File: config.mk
export PLATFORM = sky130hd
export DESIGN_NAME = windowed_rms_db_meter_flat
export DESIGN_NICKNAME = d
export VERILOG_FILES = /design/src/rtl/wrms_pkg.sv /design/src/rtl/wrms_in_if.sv /design/src/rtl/wrms_out_if.sv /design/src/rtl/windowed_rms_db_meter.sv /design/src/rtl/wrms_front.sv /design/src/rtl/wrms_queue.sv /design/src/rtl/wrms_back.sv /design/src/flat_wrapper.sv
export SDC_FILE = /design/constraint.sdc
export NUM_CORES = 2
export LEC_CHECK = 0
export ABC_AREA = 1
export BUFFER_PORTS_ARGS = -buffer_cell sky130_fd_sc_hd__buf_2
export CAP_MARGIN = 20
export CORE_MARGIN = 2
export CORE_UTILIZATION = 65
export DETAILED_ROUTE_END_ITERATION = 16
export MAX_ROUTING_LAYER = met4
export PLACE_DENSITY_LB_ADDON = 0.05
export SLEW_MARGIN = 20
export SYNTH_ARGS = -nofsm -noshare
export SYNTH_HDL_FRONTEND = slang
export SYNTH_SLANG_ARGS = --single-unit
File: constraint.sdc
create_clock -name clk -period 8.1 [get_ports clk]
set_input_delay 0.405 -clock clk [delete_from_list [all_inputs] [get_ports clk]]
set_output_delay 0.405 -clock clk [all_outputs]
set_load 0.01 [all_outputs]
File: src/rtl/wrms_pkg.sv
`timescale 1ns / 1ps
// Shared constants and types for the windowed RMS dB meter.
package wrms_pkg;

  localparam int SAMPLE_BITS_DEF = 16;
  localparam int WINDOW_MAX_DEF  = 8192;
  localparam int QUEUE_DEPTH     = 2;

  localparam int MIN_DB_W = 17;
  localparam int MAX_DB_W = 15;
  localparam int LEVEL_W  = 17;
  localparam int CFG_W    = 17;

  localparam logic signed [MIN_DB_W-1:0] MIN_DB_RST = -17'sd24576;
  localparam logic signed [MAX_DB_W-1:0] MAX_DB_RST = 15'sd0;

  // log2 fraction bits and 10*log10(2) in Q.16
  localparam int FRAC_BITS         = 16;
  localparam int MANT_W            = 31;
  localparam int DB_PER_OCTAVE_Q16 = 197283;

  typedef enum logic [0:0] {
    CFG_MIN_DB = 1'b0,
    CFG_MAX_DB = 1'b1
  } cfg_idx_t;

  typedef struct packed {
    logic signed [MIN_DB_W-1:0] min_db;
    logic signed [MAX_DB_W-1:0] max_db;
  } db_limits_t;

endpackage

File: src/rtl/wrms_in_if.sv
`timescale 1ns / 1ps
// Input channel: one audio sample word with window framing.
interface wrms_in_if #(
  parameter int SAMPLE_BITS = 16
);
  logic                          valid;
  logic                          ready;
  logic signed [SAMPLE_BITS-1:0] sample;
  logic                          has_sample;
  logic                          window_last;

  modport source (output valid, output sample, output has_sample, output window_last,
                  input ready);
  modport sink   (input valid, input sample, input has_sample, input window_last,
                  output ready);
endinterface

File: src/rtl/wrms_out_if.sv
`timescale 1ns / 1ps
// Result channel: one level word per closed window.
interface wrms_out_if;
  import wrms_pkg::*;

  logic                      valid;
  logic                      ready;
  logic signed [LEVEL_W-1:0] level_db;
  logic                      window_empty;

  modport source (output valid, output level_db, output window_empty, input ready);
  modport sink   (input valid, input level_db, input window_empty, output ready);
endinterface

File: src/rtl/windowed_rms_db_meter.sv
`timescale 1ns / 1ps
// Windowed RMS level meter: top level with configuration registers.
//
// in_ch carries one sample word per transfer; has_sample=0 adds nothing and
// window_last=1 closes the window after that word. For each closed window one
// word leaves on out_ch: the RMS level in signed Q8.8 dBFS clamped to
// [min_db, max_db], with window_empty set when the window held no samples.
// The front end takes one word per cycle while the two-entry window queue has
// room. Each closed window then runs through the back end: a one-bit-per-cycle
// normalizing shifter and a 16-step squaring loop, shared by the sum of squares
// and the count, then subtract, multiply and clamp. Empty or silent windows
// skip these steps and go straight to the output stage. The back end takes a
// new window from the queue only when idle, so window rate is set by that loop.
// The result sits in an output register; while out_ch stalls, the back end
// holds its next result and the queue fills, then in_ch deasserts ready.
// Reset clears the accumulators, queue and output valid and loads min_db =
// -96 dB, max_db = 0 dB. cfg writes take effect on the next edge.
module windowed_rms_db_meter #(
  parameter int SAMPLE_BITS = wrms_pkg::SAMPLE_BITS_DEF,
  parameter int WINDOW_MAX  = wrms_pkg::WINDOW_MAX_DEF
) (
  input  logic                          clk,
  input  logic                          rst_n,
  wrms_in_if.sink                       in_ch,
  wrms_out_if.source                    out_ch,
  input  logic                          cfg_we,
  input  wrms_pkg::cfg_idx_t            cfg_index,
  input  logic [wrms_pkg::CFG_W-1:0]    cfg_data
);
  import wrms_pkg::*;

  localparam int CNT_W = $clog2(WINDOW_MAX + 1);
  localparam int SUM_W = 2 * SAMPLE_BITS - 2 + CNT_W;
  localparam int QW    = SUM_W + CNT_W;

  logic signed [MIN_DB_W-1:0] min_db_r;
  logic signed [MAX_DB_W-1:0] max_db_r;
  db_limits_t                 limits;

  logic             push, q_full, q_pop, q_valid;
  logic [SUM_W-1:0] push_sum, q_sum;
  logic [CNT_W-1:0] push_cnt, q_cnt;

  always_ff @(posedge clk) begin
    if (!rst_n) begin
      min_db_r <= MIN_DB_RST;
      max_db_r <= MAX_DB_RST;
    end else if (cfg_we) begin
      case (cfg_index)
        CFG_MIN_DB: min_db_r <= cfg_data[MIN_DB_W-1:0];
        CFG_MAX_DB: max_db_r <= cfg_data[MAX_DB_W-1:0];
        default: ;
      endcase
    end
  end

  assign limits.min_db = min_db_r;
  assign limits.max_db = max_db_r;

  wrms_front #(
    .SAMPLE_BITS (SAMPLE_BITS),
    .WINDOW_MAX  (WINDOW_MAX),
    .CNT_W       (CNT_W),
    .SUM_W       (SUM_W)
  ) u_front (
    .clk      (clk),
    .rst_n    (rst_n),
    .in_ch    (in_ch),
    .push     (push),
    .push_sum (push_sum),
    .push_cnt (push_cnt),
    .q_full   (q_full)
  );

  wrms_queue #(
    .WIDTH (QW),
    .DEPTH (QUEUE_DEPTH)
  ) u_queue (
    .clk       (clk),
    .rst_n     (rst_n),
    .push      (push),
    .push_data ({push_sum, push_cnt}),
    .full      (q_full),
    .pop       (q_pop),
    .pop_valid (q_valid),
    .pop_data  ({q_sum, q_cnt})
  );

  wrms_back #(
    .SAMPLE_BITS (SAMPLE_BITS),
    .CNT_W       (CNT_W),
    .SUM_W       (SUM_W)
  ) u_back (
    .clk     (clk),
    .rst_n   (rst_n),
    .limits  (limits),
    .q_valid (q_valid),
    .q_sum   (q_sum),
    .q_cnt   (q_cnt),
    .q_pop   (q_pop),
    .out_ch  (out_ch)
  );

endmodule

File: src/rtl/wrms_front.sv
`timescale 1ns / 1ps
// Front end: accepts sample words, accumulates sum of squares and count per window.
module wrms_front #(
  parameter int SAMPLE_BITS = wrms_pkg::SAMPLE_BITS_DEF,
  parameter int WINDOW_MAX  = wrms_pkg::WINDOW_MAX_DEF,
  parameter int CNT_W       = $clog2(WINDOW_MAX + 1),
  parameter int SUM_W       = 2 * SAMPLE_BITS - 2 + CNT_W
) (
  input  logic             clk,
  input  logic             rst_n,
  wrms_in_if.sink          in_ch,
  output logic             push,
  output logic [SUM_W-1:0] push_sum,
  output logic [CNT_W-1:0] push_cnt,
  input  logic             q_full
);
  import wrms_pkg::*;

  logic [SUM_W-1:0]         sum_r, sum_nxt;
  logic [CNT_W-1:0]         cnt_r, cnt_nxt;
  logic [SAMPLE_BITS-1:0]   mag;
  logic [2*SAMPLE_BITS-1:0] sq;
  logic                     acc;
  logic                     take;

  assign in_ch.ready = !q_full;
  assign acc         = in_ch.valid && !q_full;
  // samples past the window limit are dropped
  assign take        = acc && in_ch.has_sample && (cnt_r < CNT_W'(WINDOW_MAX));

  always_comb begin
    // -full scale maps to 2^(SAMPLE_BITS-1), which still fits unsigned
    mag = in_ch.sample[SAMPLE_BITS-1] ? (~unsigned'(in_ch.sample) + 1'b1)
                                      : unsigned'(in_ch.sample);
    sq  = mag * mag;
  end

  always_comb begin
    sum_nxt = sum_r;
    cnt_nxt = cnt_r;
    if (take) begin
      sum_nxt = sum_r + SUM_W'(sq);
      cnt_nxt = cnt_r + 1'b1;
    end
  end

  assign push     = acc && in_ch.window_last;
  assign push_sum = sum_nxt;
  assign push_cnt = cnt_nxt;

  always_ff @(posedge clk) begin
    if (!rst_n) begin
      sum_r <= '0;
      cnt_r <= '0;
    end else if (push) begin
      sum_r <= '0;
      cnt_r <= '0;
    end else begin
      sum_r <= sum_nxt;
      cnt_r <= cnt_nxt;
    end
  end

endmodule

File: src/rtl/wrms_queue.sv
`timescale 1ns / 1ps
// Small register FIFO carrying closed windows from front end to back end.
module wrms_queue #(
  parameter int WIDTH = 58,
  parameter int DEPTH = wrms_pkg::QUEUE_DEPTH
) (
  input  logic             clk,
  input  logic             rst_n,
  input  logic             push,
  input  logic [WIDTH-1:0] push_data,
  output logic             full,
  input  logic             pop,
  output logic             pop_valid,
  output logic [WIDTH-1:0] pop_data
);
  import wrms_pkg::*;

  localparam int PTR_W = (DEPTH > 1) ? $clog2(DEPTH) : 1;
  localparam int CNT_W = $clog2(DEPTH + 1);

  logic [WIDTH-1:0] mem_r [DEPTH];
  logic [PTR_W-1:0] wr_r, wr_nxt;
  logic [PTR_W-1:0] rd_r, rd_nxt;
  logic [CNT_W-1:0] cnt_r, cnt_nxt;
  logic             do_push, do_pop;

  assign full      = (cnt_r == CNT_W'(DEPTH));
  assign pop_valid = (cnt_r != '0);
  assign pop_data  = mem_r[rd_r];
  assign do_push   = push && !full;
  assign do_pop    = pop && pop_valid;

  always_comb begin
    wr_nxt  = wr_r;
    rd_nxt  = rd_r;
    cnt_nxt = cnt_r;
    if (do_push) wr_nxt = (wr_r == PTR_W'(DEPTH - 1)) ? '0 : wr_r + 1'b1;
    if (do_pop)  rd_nxt = (rd_r == PTR_W'(DEPTH - 1)) ? '0 : rd_r + 1'b1;
    if (do_push && !do_pop)      cnt_nxt = cnt_r + 1'b1;
    else if (do_pop && !do_push) cnt_nxt = cnt_r - 1'b1;
  end

  always_ff @(posedge clk) begin
    if (do_push) mem_r[wr_r] <= push_data;
  end

  always_ff @(posedge clk) begin
    if (!rst_n) begin
      wr_r  <= '0;
      rd_r  <= '0;
      cnt_r <= '0;
    end else begin
      wr_r  <= wr_nxt;
      rd_r  <= rd_nxt;
      cnt_r <= cnt_nxt;
    end
  end

endmodule

File: src/rtl/wrms_back.sv
`timescale 1ns / 1ps
// Back end: iterative log2 of sum and count, dB scaling, clamping and result register.
module wrms_back #(
  parameter int SAMPLE_BITS = wrms_pkg::SAMPLE_BITS_DEF,
  parameter int CNT_W       = 14,
  parameter int SUM_W       = 44
) (
  input  logic                 clk,
  input  logic                 rst_n,
  input  wrms_pkg::db_limits_t limits,
  input  logic                 q_valid,
  input  logic [SUM_W-1:0]     q_sum,
  input  logic [CNT_W-1:0]     q_cnt,
  output logic                 q_pop,
  wrms_out_if.source           out_ch
);
  import wrms_pkg::*;

  localparam int NW     = (SUM_W > MANT_W) ? SUM_W : MANT_W;
  localparam int PW     = $clog2(NW);
  localparam int LOG_W  = PW + FRAC_BITS;
  localparam int LW     = LOG_W + 2;
  localparam int PROD_W = LW + 19;
  localparam int LV_W   = PROD_W - 24;
  localparam int CMP_W  = (LV_W > 18) ? LV_W : 18;
  localparam int IT_W   = $clog2(FRAC_BITS);

  localparam logic signed [LW-1:0]     FS_OFS = LW'((2 * (SAMPLE_BITS - 1)) * 65536);
  localparam logic signed [PROD_W-1:0] DB_K   = PROD_W'(DB_PER_OCTAVE_Q16);
  localparam logic signed [PROD_W-1:0] RND    = PROD_W'(64'd1 << 23);

  typedef enum logic [2:0] {
    S_IDLE, S_NORM, S_FRAC, S_DIFF, S_MUL, S_CLAMP, S_EMIT
  } state_t;

  state_t                     state_r, state_nxt;
  logic [CNT_W-1:0]           cnt_r, cnt_nxt;
  logic [NW-1:0]              nrm_r, nrm_nxt;
  logic [PW-1:0]              pos_r, pos_nxt;
  logic [MANT_W-1:0]          mant_r, mant_nxt;
  logic [FRAC_BITS-1:0]       frac_r, frac_nxt;
  logic [IT_W-1:0]            it_r, it_nxt;
  logic                       second_r, second_nxt;
  logic [LOG_W-1:0]           log_sum_r, log_sum_nxt;
  logic signed [LW-1:0]       l_r, l_nxt;
  logic signed [PROD_W-1:0]   prod_r, prod_nxt;
  logic signed [LEVEL_W-1:0]  res_r, res_nxt;
  logic                       res_empty_r, res_empty_nxt;
  logic                       out_valid_r, out_valid_nxt;
  logic signed [LEVEL_W-1:0]  out_level_r, out_level_nxt;
  logic                       out_empty_r, out_empty_nxt;

  logic [2*MANT_W-1:0]        sq;
  logic [LOG_W-1:0]           log_now;
  logic signed [PROD_W-1:0]   rnd;
  logic signed [LV_W-1:0]     lv;
  logic signed [CMP_W-1:0]    lv_c, mn_c, mx_c;
  logic                       out_free;

  assign out_ch.valid        = out_valid_r;
  assign out_ch.level_db     = out_level_r;
  assign out_ch.window_empty = out_empty_r;
  assign out_free            = !out_valid_r || out_ch.ready;
  assign q_pop               = (state_r == S_IDLE) && q_valid;

  always_comb begin
    sq      = mant_r * mant_r;
    rnd     = prod_r + RND;
    lv      = rnd[PROD_W-1:24];
    lv_c    = CMP_W'(lv);
    mn_c    = CMP_W'(limits.min_db);
    mx_c    = CMP_W'(limits.max_db);
    log_now = {pos_r, frac_r};
    if (lv_c > mx_c) lv_c = mx_c;
    if (lv_c < mn_c) lv_c = mn_c;
  end

  always_comb begin
    state_nxt     = state_r;
    cnt_nxt       = cnt_r;
    nrm_nxt       = nrm_r;
    pos_nxt       = pos_r;
    mant_nxt      = mant_r;
    frac_nxt      = frac_r;
    it_nxt        = it_r;
    second_nxt    = second_r;
    log_sum_nxt   = log_sum_r;
    l_nxt         = l_r;
    prod_nxt      = prod_r;
    res_nxt       = res_r;
    res_empty_nxt = res_empty_r;
    out_valid_nxt = out_valid_r && !out_ch.ready;
    out_level_nxt = out_level_r;
    out_empty_nxt = out_empty_r;

    case (state_r)
      S_IDLE: begin
        if (q_valid) begin
          cnt_nxt    = q_cnt;
          nrm_nxt    = NW'(q_sum);
          pos_nxt    = PW'(NW - 1);
          second_nxt = 1'b0;
          if (q_cnt == '0) begin
            res_nxt       = LEVEL_W'(limits.min_db);
            res_empty_nxt = 1'b1;
            state_nxt     = S_EMIT;
          end else if (q_sum == '0) begin
            // clamp of min_db against max_db always lands on min_db
            res_nxt       = LEVEL_W'(limits.min_db);
            res_empty_nxt = 1'b0;
            state_nxt     = S_EMIT;
          end else begin
            state_nxt = S_NORM;
          end
        end
      end
      S_NORM: begin
        // one bit per cycle until the leading one reaches the top
        if (nrm_r[NW-1]) begin
          mant_nxt  = nrm_r[NW-1 -: MANT_W];
          frac_nxt  = '0;
          it_nxt    = '0;
          state_nxt = S_FRAC;
        end else begin
          nrm_nxt = {nrm_r[NW-2:0], 1'b0};
          pos_nxt = pos_r - 1'b1;
        end
      end
      S_FRAC: begin
        if (sq[2*MANT_W-1]) begin
          mant_nxt = sq[2*MANT_W-1 -: MANT_W];
          frac_nxt = {frac_r[FRAC_BITS-2:0], 1'b1};
        end else begin
          mant_nxt = sq[2*MANT_W-2 -: MANT_W];
          frac_nxt = {frac_r[FRAC_BITS-2:0], 1'b0};
        end
        it_nxt = it_r + 1'b1;
        if (it_r == IT_W'(FRAC_BITS - 1)) begin
          if (!second_r) begin
            log_sum_nxt = {pos_r, frac_nxt};
            nrm_nxt     = NW'(cnt_r);
            pos_nxt     = PW'(NW - 1);
            second_nxt  = 1'b1;
            state_nxt   = S_NORM;
          end else begin
            state_nxt = S_DIFF;
          end
        end
      end
      S_DIFF: begin
        l_nxt     = $signed({2'b00, log_sum_r}) - $signed({2'b00, log_now}) - FS_OFS;
        state_nxt = S_MUL;
      end
      S_MUL: begin
        prod_nxt  = PROD_W'(l_r) * DB_K;
        state_nxt = S_CLAMP;
      end
      S_CLAMP: begin
        res_nxt       = lv_c[LEVEL_W-1:0];
        res_empty_nxt = 1'b0;
        state_nxt     = S_EMIT;
      end
      S_EMIT: begin
        if (out_free) begin
          out_valid_nxt = 1'b1;
          out_level_nxt = res_r;
          out_empty_nxt = res_empty_r;
          state_nxt     = S_IDLE;
        end
      end
      default: state_nxt = S_IDLE;
    endcase
  end

  always_ff @(posedge clk) begin
    cnt_r       <= cnt_nxt;
    nrm_r       <= nrm_nxt;
    pos_r       <= pos_nxt;
    mant_r      <= mant_nxt;
    frac_r      <= frac_nxt;
    it_r        <= it_nxt;
    second_r    <= second_nxt;
    log_sum_r   <= log_sum_nxt;
    l_r         <= l_nxt;
    prod_r      <= prod_nxt;
    res_r       <= res_nxt;
    res_empty_r <= res_empty_nxt;
    out_level_r <= out_level_nxt;
    out_empty_r <= out_empty_nxt;
    if (!rst_n) begin
      state_r     <= S_IDLE;
      out_valid_r <= 1'b0;
    end else begin
      state_r     <= state_nxt;
      out_valid_r <= out_valid_nxt;
    end
  end

endmodule
File: src/flat_wrapper.sv
// flat-port wrapper written by rule: the top's interface ports become plain ports
module windowed_rms_db_meter_flat import wrms_pkg::*;
#(
  parameter int SAMPLE_BITS = wrms_pkg::SAMPLE_BITS_DEF,
  parameter int WINDOW_MAX  = wrms_pkg::WINDOW_MAX_DEF
)
  (clk, rst_n, cfg_we, cfg_index, cfg_data, in_ch_valid, in_ch_sample, in_ch_has_sample, in_ch_window_last, in_ch_ready, out_ch_valid, out_ch_level_db, out_ch_window_empty, out_ch_ready);
  wrms_in_if #(.SAMPLE_BITS(SAMPLE_BITS)) in_ch_i ();
  wrms_out_if out_ch_i ();
  input  logic clk;
  input  logic rst_n;
  input  logic cfg_we;
  input  wrms_pkg::cfg_idx_t cfg_index;
  input  logic [wrms_pkg::CFG_W-1:0] cfg_data;
  input wire logic [$bits(in_ch_i.valid)-1:0] in_ch_valid;
  input wire logic [$bits(in_ch_i.sample)-1:0] in_ch_sample;
  input wire logic [$bits(in_ch_i.has_sample)-1:0] in_ch_has_sample;
  input wire logic [$bits(in_ch_i.window_last)-1:0] in_ch_window_last;
  output wire logic [$bits(in_ch_i.ready)-1:0] in_ch_ready;
  output wire logic [$bits(out_ch_i.valid)-1:0] out_ch_valid;
  output wire logic [$bits(out_ch_i.level_db)-1:0] out_ch_level_db;
  output wire logic [$bits(out_ch_i.window_empty)-1:0] out_ch_window_empty;
  input wire logic [$bits(out_ch_i.ready)-1:0] out_ch_ready;
  assign in_ch_i.valid = in_ch_valid;
  assign in_ch_i.sample = in_ch_sample;
  assign in_ch_i.has_sample = in_ch_has_sample;
  assign in_ch_i.window_last = in_ch_window_last;
  assign in_ch_ready = in_ch_i.ready;
  assign out_ch_valid = out_ch_i.valid;
  assign out_ch_level_db = out_ch_i.level_db;
  assign out_ch_window_empty = out_ch_i.window_empty;
  assign out_ch_i.ready = out_ch_ready;
  windowed_rms_db_meter #(.SAMPLE_BITS(SAMPLE_BITS), .WINDOW_MAX(WINDOW_MAX)) u_core (.clk(clk), .rst_n(rst_n), .in_ch(in_ch_i), .out_ch(out_ch_i), .cfg_we(cfg_we), .cfg_index(cfg_index), .cfg_data(cfg_data));
endmodule
==> impl_metrics.toml <==
[timing]
drv_slew = 0
setup_viol = 0
period_share_pct = 96.2
period_minus_slack_ns = 7.79
rsz0062_at_grt = "false"
max_slew_margin_pct = 24.9
hold_viol_final = 0
fin_setup_tns_ns = 0
fmaxAchievable_mhz = 128
worst_slew_pin_slew_ns = 1.13
finalClockSkew_ns = 0.0202

[setup_path]
crit_end = "u_core.u_back.mant_r[26]$_DFFE_PP_"
cp.arrival_ns = 8.25
crit_fanout = 12
regToRegSetupSlack_ns = 0.31
critical_path_required_ns = 8.56
timing.rr.end = "u_core.u_back.mant_r[26]$_DFFE_PP_"
r2r_cells = 29
crit_type = "reg2reg"
cp_common_cell = "fa_1"
crit_path_start = "u_core.u_back.mant_r[24]$_DFFE_PP_"
r2r-start = "u_core.u_back.mant_r[24]$_DFFE_PP_"
critical-path-max-stage-delay_ns = 0.56
worst_setup_path_end_kind = "flop"
crit_path_top_delay_cell = "fa_1"
worstSetupStartpointType = "flop"

[synthesis]
ys.flop_type = "edfxtp_1"
netlist_instances = 7250
yosysSeqAreaShare_pct = 19.1
yosysMostFrequentCell = "inv_1"
yosys.area.top_type = "fa_1"
synth_top_cell_area_share_pct = 33.3
ys_seq_elements = 433
syn-mean-instance-area_um2 = 8.69
ys_types = 57
ys_top_cells_by_area = "fa_1 (33%), edfxtp_1 (16%), ha_1 (12%)"
ys_top_cells_by_count = "inv_1 (2075), nand2_1 (1324), fa_1 (1047)"
netlist_area_um2 = 63000
synth_edf_count = 334
async_flop_share_pct = 0
yosysWarnings = 0

[layout]
fin_nets = 9050
area_growth_pct = 6.84
final_cells = 8656
drive_gt1_share_pct = 4.77
fillers = 7862

[drt]
drc = 0
wl_per_cell_um = 18.0
dr.first_iter.drc_count = 3250
postRouteAntennaNets = 0
drt-pass1-iter-count = 7
routed_wl_um = 156000
vias_per_cell = 5.39
via_count = 46700

[clocking]
clock_sinks = 433
clockBufferDepth = 3
cts_buffers = 48
h-tree-depth = 2
root_buffer = "clkbuf_16"
clock_latency_ns = 0.62
cts_tree = "yes"
path_clk_slew_ns = 0.07

[floorplan]
die_area_um2 = 99400
ios = 61
die_w_um = 315
core_um2 = 96400
initial_utilization_pct = 65.3
dieHeight_um = 315
rows = 114

[placed_design]
dp.cells = 8547
dpl.hpwl_um = 130000
gp_congestion = 1.04
io_buffers = 60

[run_status]
status = "finished, final reports clean"

[global_routing]
grt_max_degree = 59
grt.total_usage_pct = 33.6
first_global_vias = 48400
grt_overflow = 0
grt_pass1_wl_um = 252000
antenna_found_initial = 2

[job]
cap_violations = 0

[hold_path]
min_path_type = "in2reg"
-- worst min path at each step --
| stage | end | from | depth (start not counted) |
|---|---|---|---|
| after floorplan | u_core.u_back.out_ch.level_db[0]$_DFFE_PP_ | u_core.u_back.res_r[0]$_DFFE_PP_ | 0 |
| after global placement | u_core.u_back.out_ch.level_db[15]$_DFFE_PP_ | u_core.u_back.res_r[15]$_DFFE_PP_ | 0 |
| after detailed placement | u_core.u_back.out_ch.level_db[14]$_DFFE_PP_ | u_core.u_back.res_r[14]$_DFFE_PP_ | 0 |
| after CTS | u_core.min_db_r[0]$_SDFFE_PN0P_ | cfg_data[0] | 3 |
| after global routing | u_core.min_db_r[0]$_SDFFE_PN0P_ | cfg_data[0] | 3 |
| final | u_core.min_db_r[0]$_SDFFE_PN0P_ | cfg_data[0] | 3 |
-- sequential cells by signal, indices dropped and copies added, names as in the netlist, 15 cells and up, named ones only --
signal / flops
u_core.max_db_r: 15
u_core.min_db_r: 17
u_core.u_back.frac_r: 16
u_core.u_back.l_r: 24
u_core.u_back.log_sum_r: 22
u_core.u_back.mant_r: 31
u_core.u_back.nrm_r: 44
u_core.u_back.out_ch.level_db: 17
u_core.u_back.prod_r: 20
u_core.u_back.res_r: 17
u_core.u_front.sum_r: 44
u_core.u_queue.mem_r: 116
-- layout make-up --
type                            count  area (µm²)  area share [%]
Clock buffer                       70        1430            2.12
Inverter                         2080        7810            11.6
Timing Repair Buffer              208        1650            2.46
Multi-Input combinational cell   4567       42600            63.2
Antenna cell                        2        5.00         0.00744
Tap cell                         1276        1600            2.37
Clock inverter                     20         230           0.342
Sequential cell                   433       12000            17.9
-- cells by family after synthesis --
kind of cell	Yosys count	synth area share (%)
DFF	433	19.1
other	2	0.0119
adders and majority gates	1671	45.7
and+or+nand+nor	2058	13.4
muxes	25	0.397
xor gates and xnor gates	152	2.14
AOI/OAI and AO/OA	651	5.76
buffers and inverters	2258	13.5
-- metrics by stage --
stage               hold WS, ns  setup WS, ns  util, %  cell area [µm²]
detailed placement        0.405         0.113     67.9            65500
floorplan                 0.400         0.847        -            63000
CTS                      0.0213        0.0799     69.6            67100
global route             0.0401        0.0570     69.8            67300
global placement          0.402         0.181     67.9            65500
finish                   0.0521         0.306     69.8            67300
-- metal layers --
metal	share of wire (%)	vias to the layer above	global-route usage, %
met3	6.5	305	4.26
met1	41	23000	43.8
met5	0	-	-
met2	49	1459	54.7
met4	3.9	0	11.2
li1	-	22000	-
-- placed cells by master, fill, tap and decap left out, types with 51 or more instances in the layout --
master	n
a21oi_1	288
buf_2	60
buf_4	127
clkbuf_16	51
dfxtp_1	98
edfxtp_1	334
fa_1	1047
ha_1	624
inv_1	2075
nand2_1	1323
nand3_1	182
nand4_1	54
nor2_1	359
o21ai_0	219
xnor2_1	53
xor2_1	96
-- critical path: cells and delay by family, from the launching register on --
kind            cells  cell delay (ns)
xor+xnor            1             0.33
fa+ha+maj           9             4.14
flops               1             0.45
buf+inv            11             1.51
simple gates        7             0.99
compound gates      1             0.18
-- timing repair --
item                                    4_1_cts  5_1_grt
resized for setup                             0        3
buffers inserted                              0       15
endpoints found under the hold margin         2        0
hold buffers                                  2        0
endpoints found under the setup margin        0       32
Power is left out: the tool's default activity adds up to more than one toggle a clock period on the data nets, which glitch-free logic cannot reach.
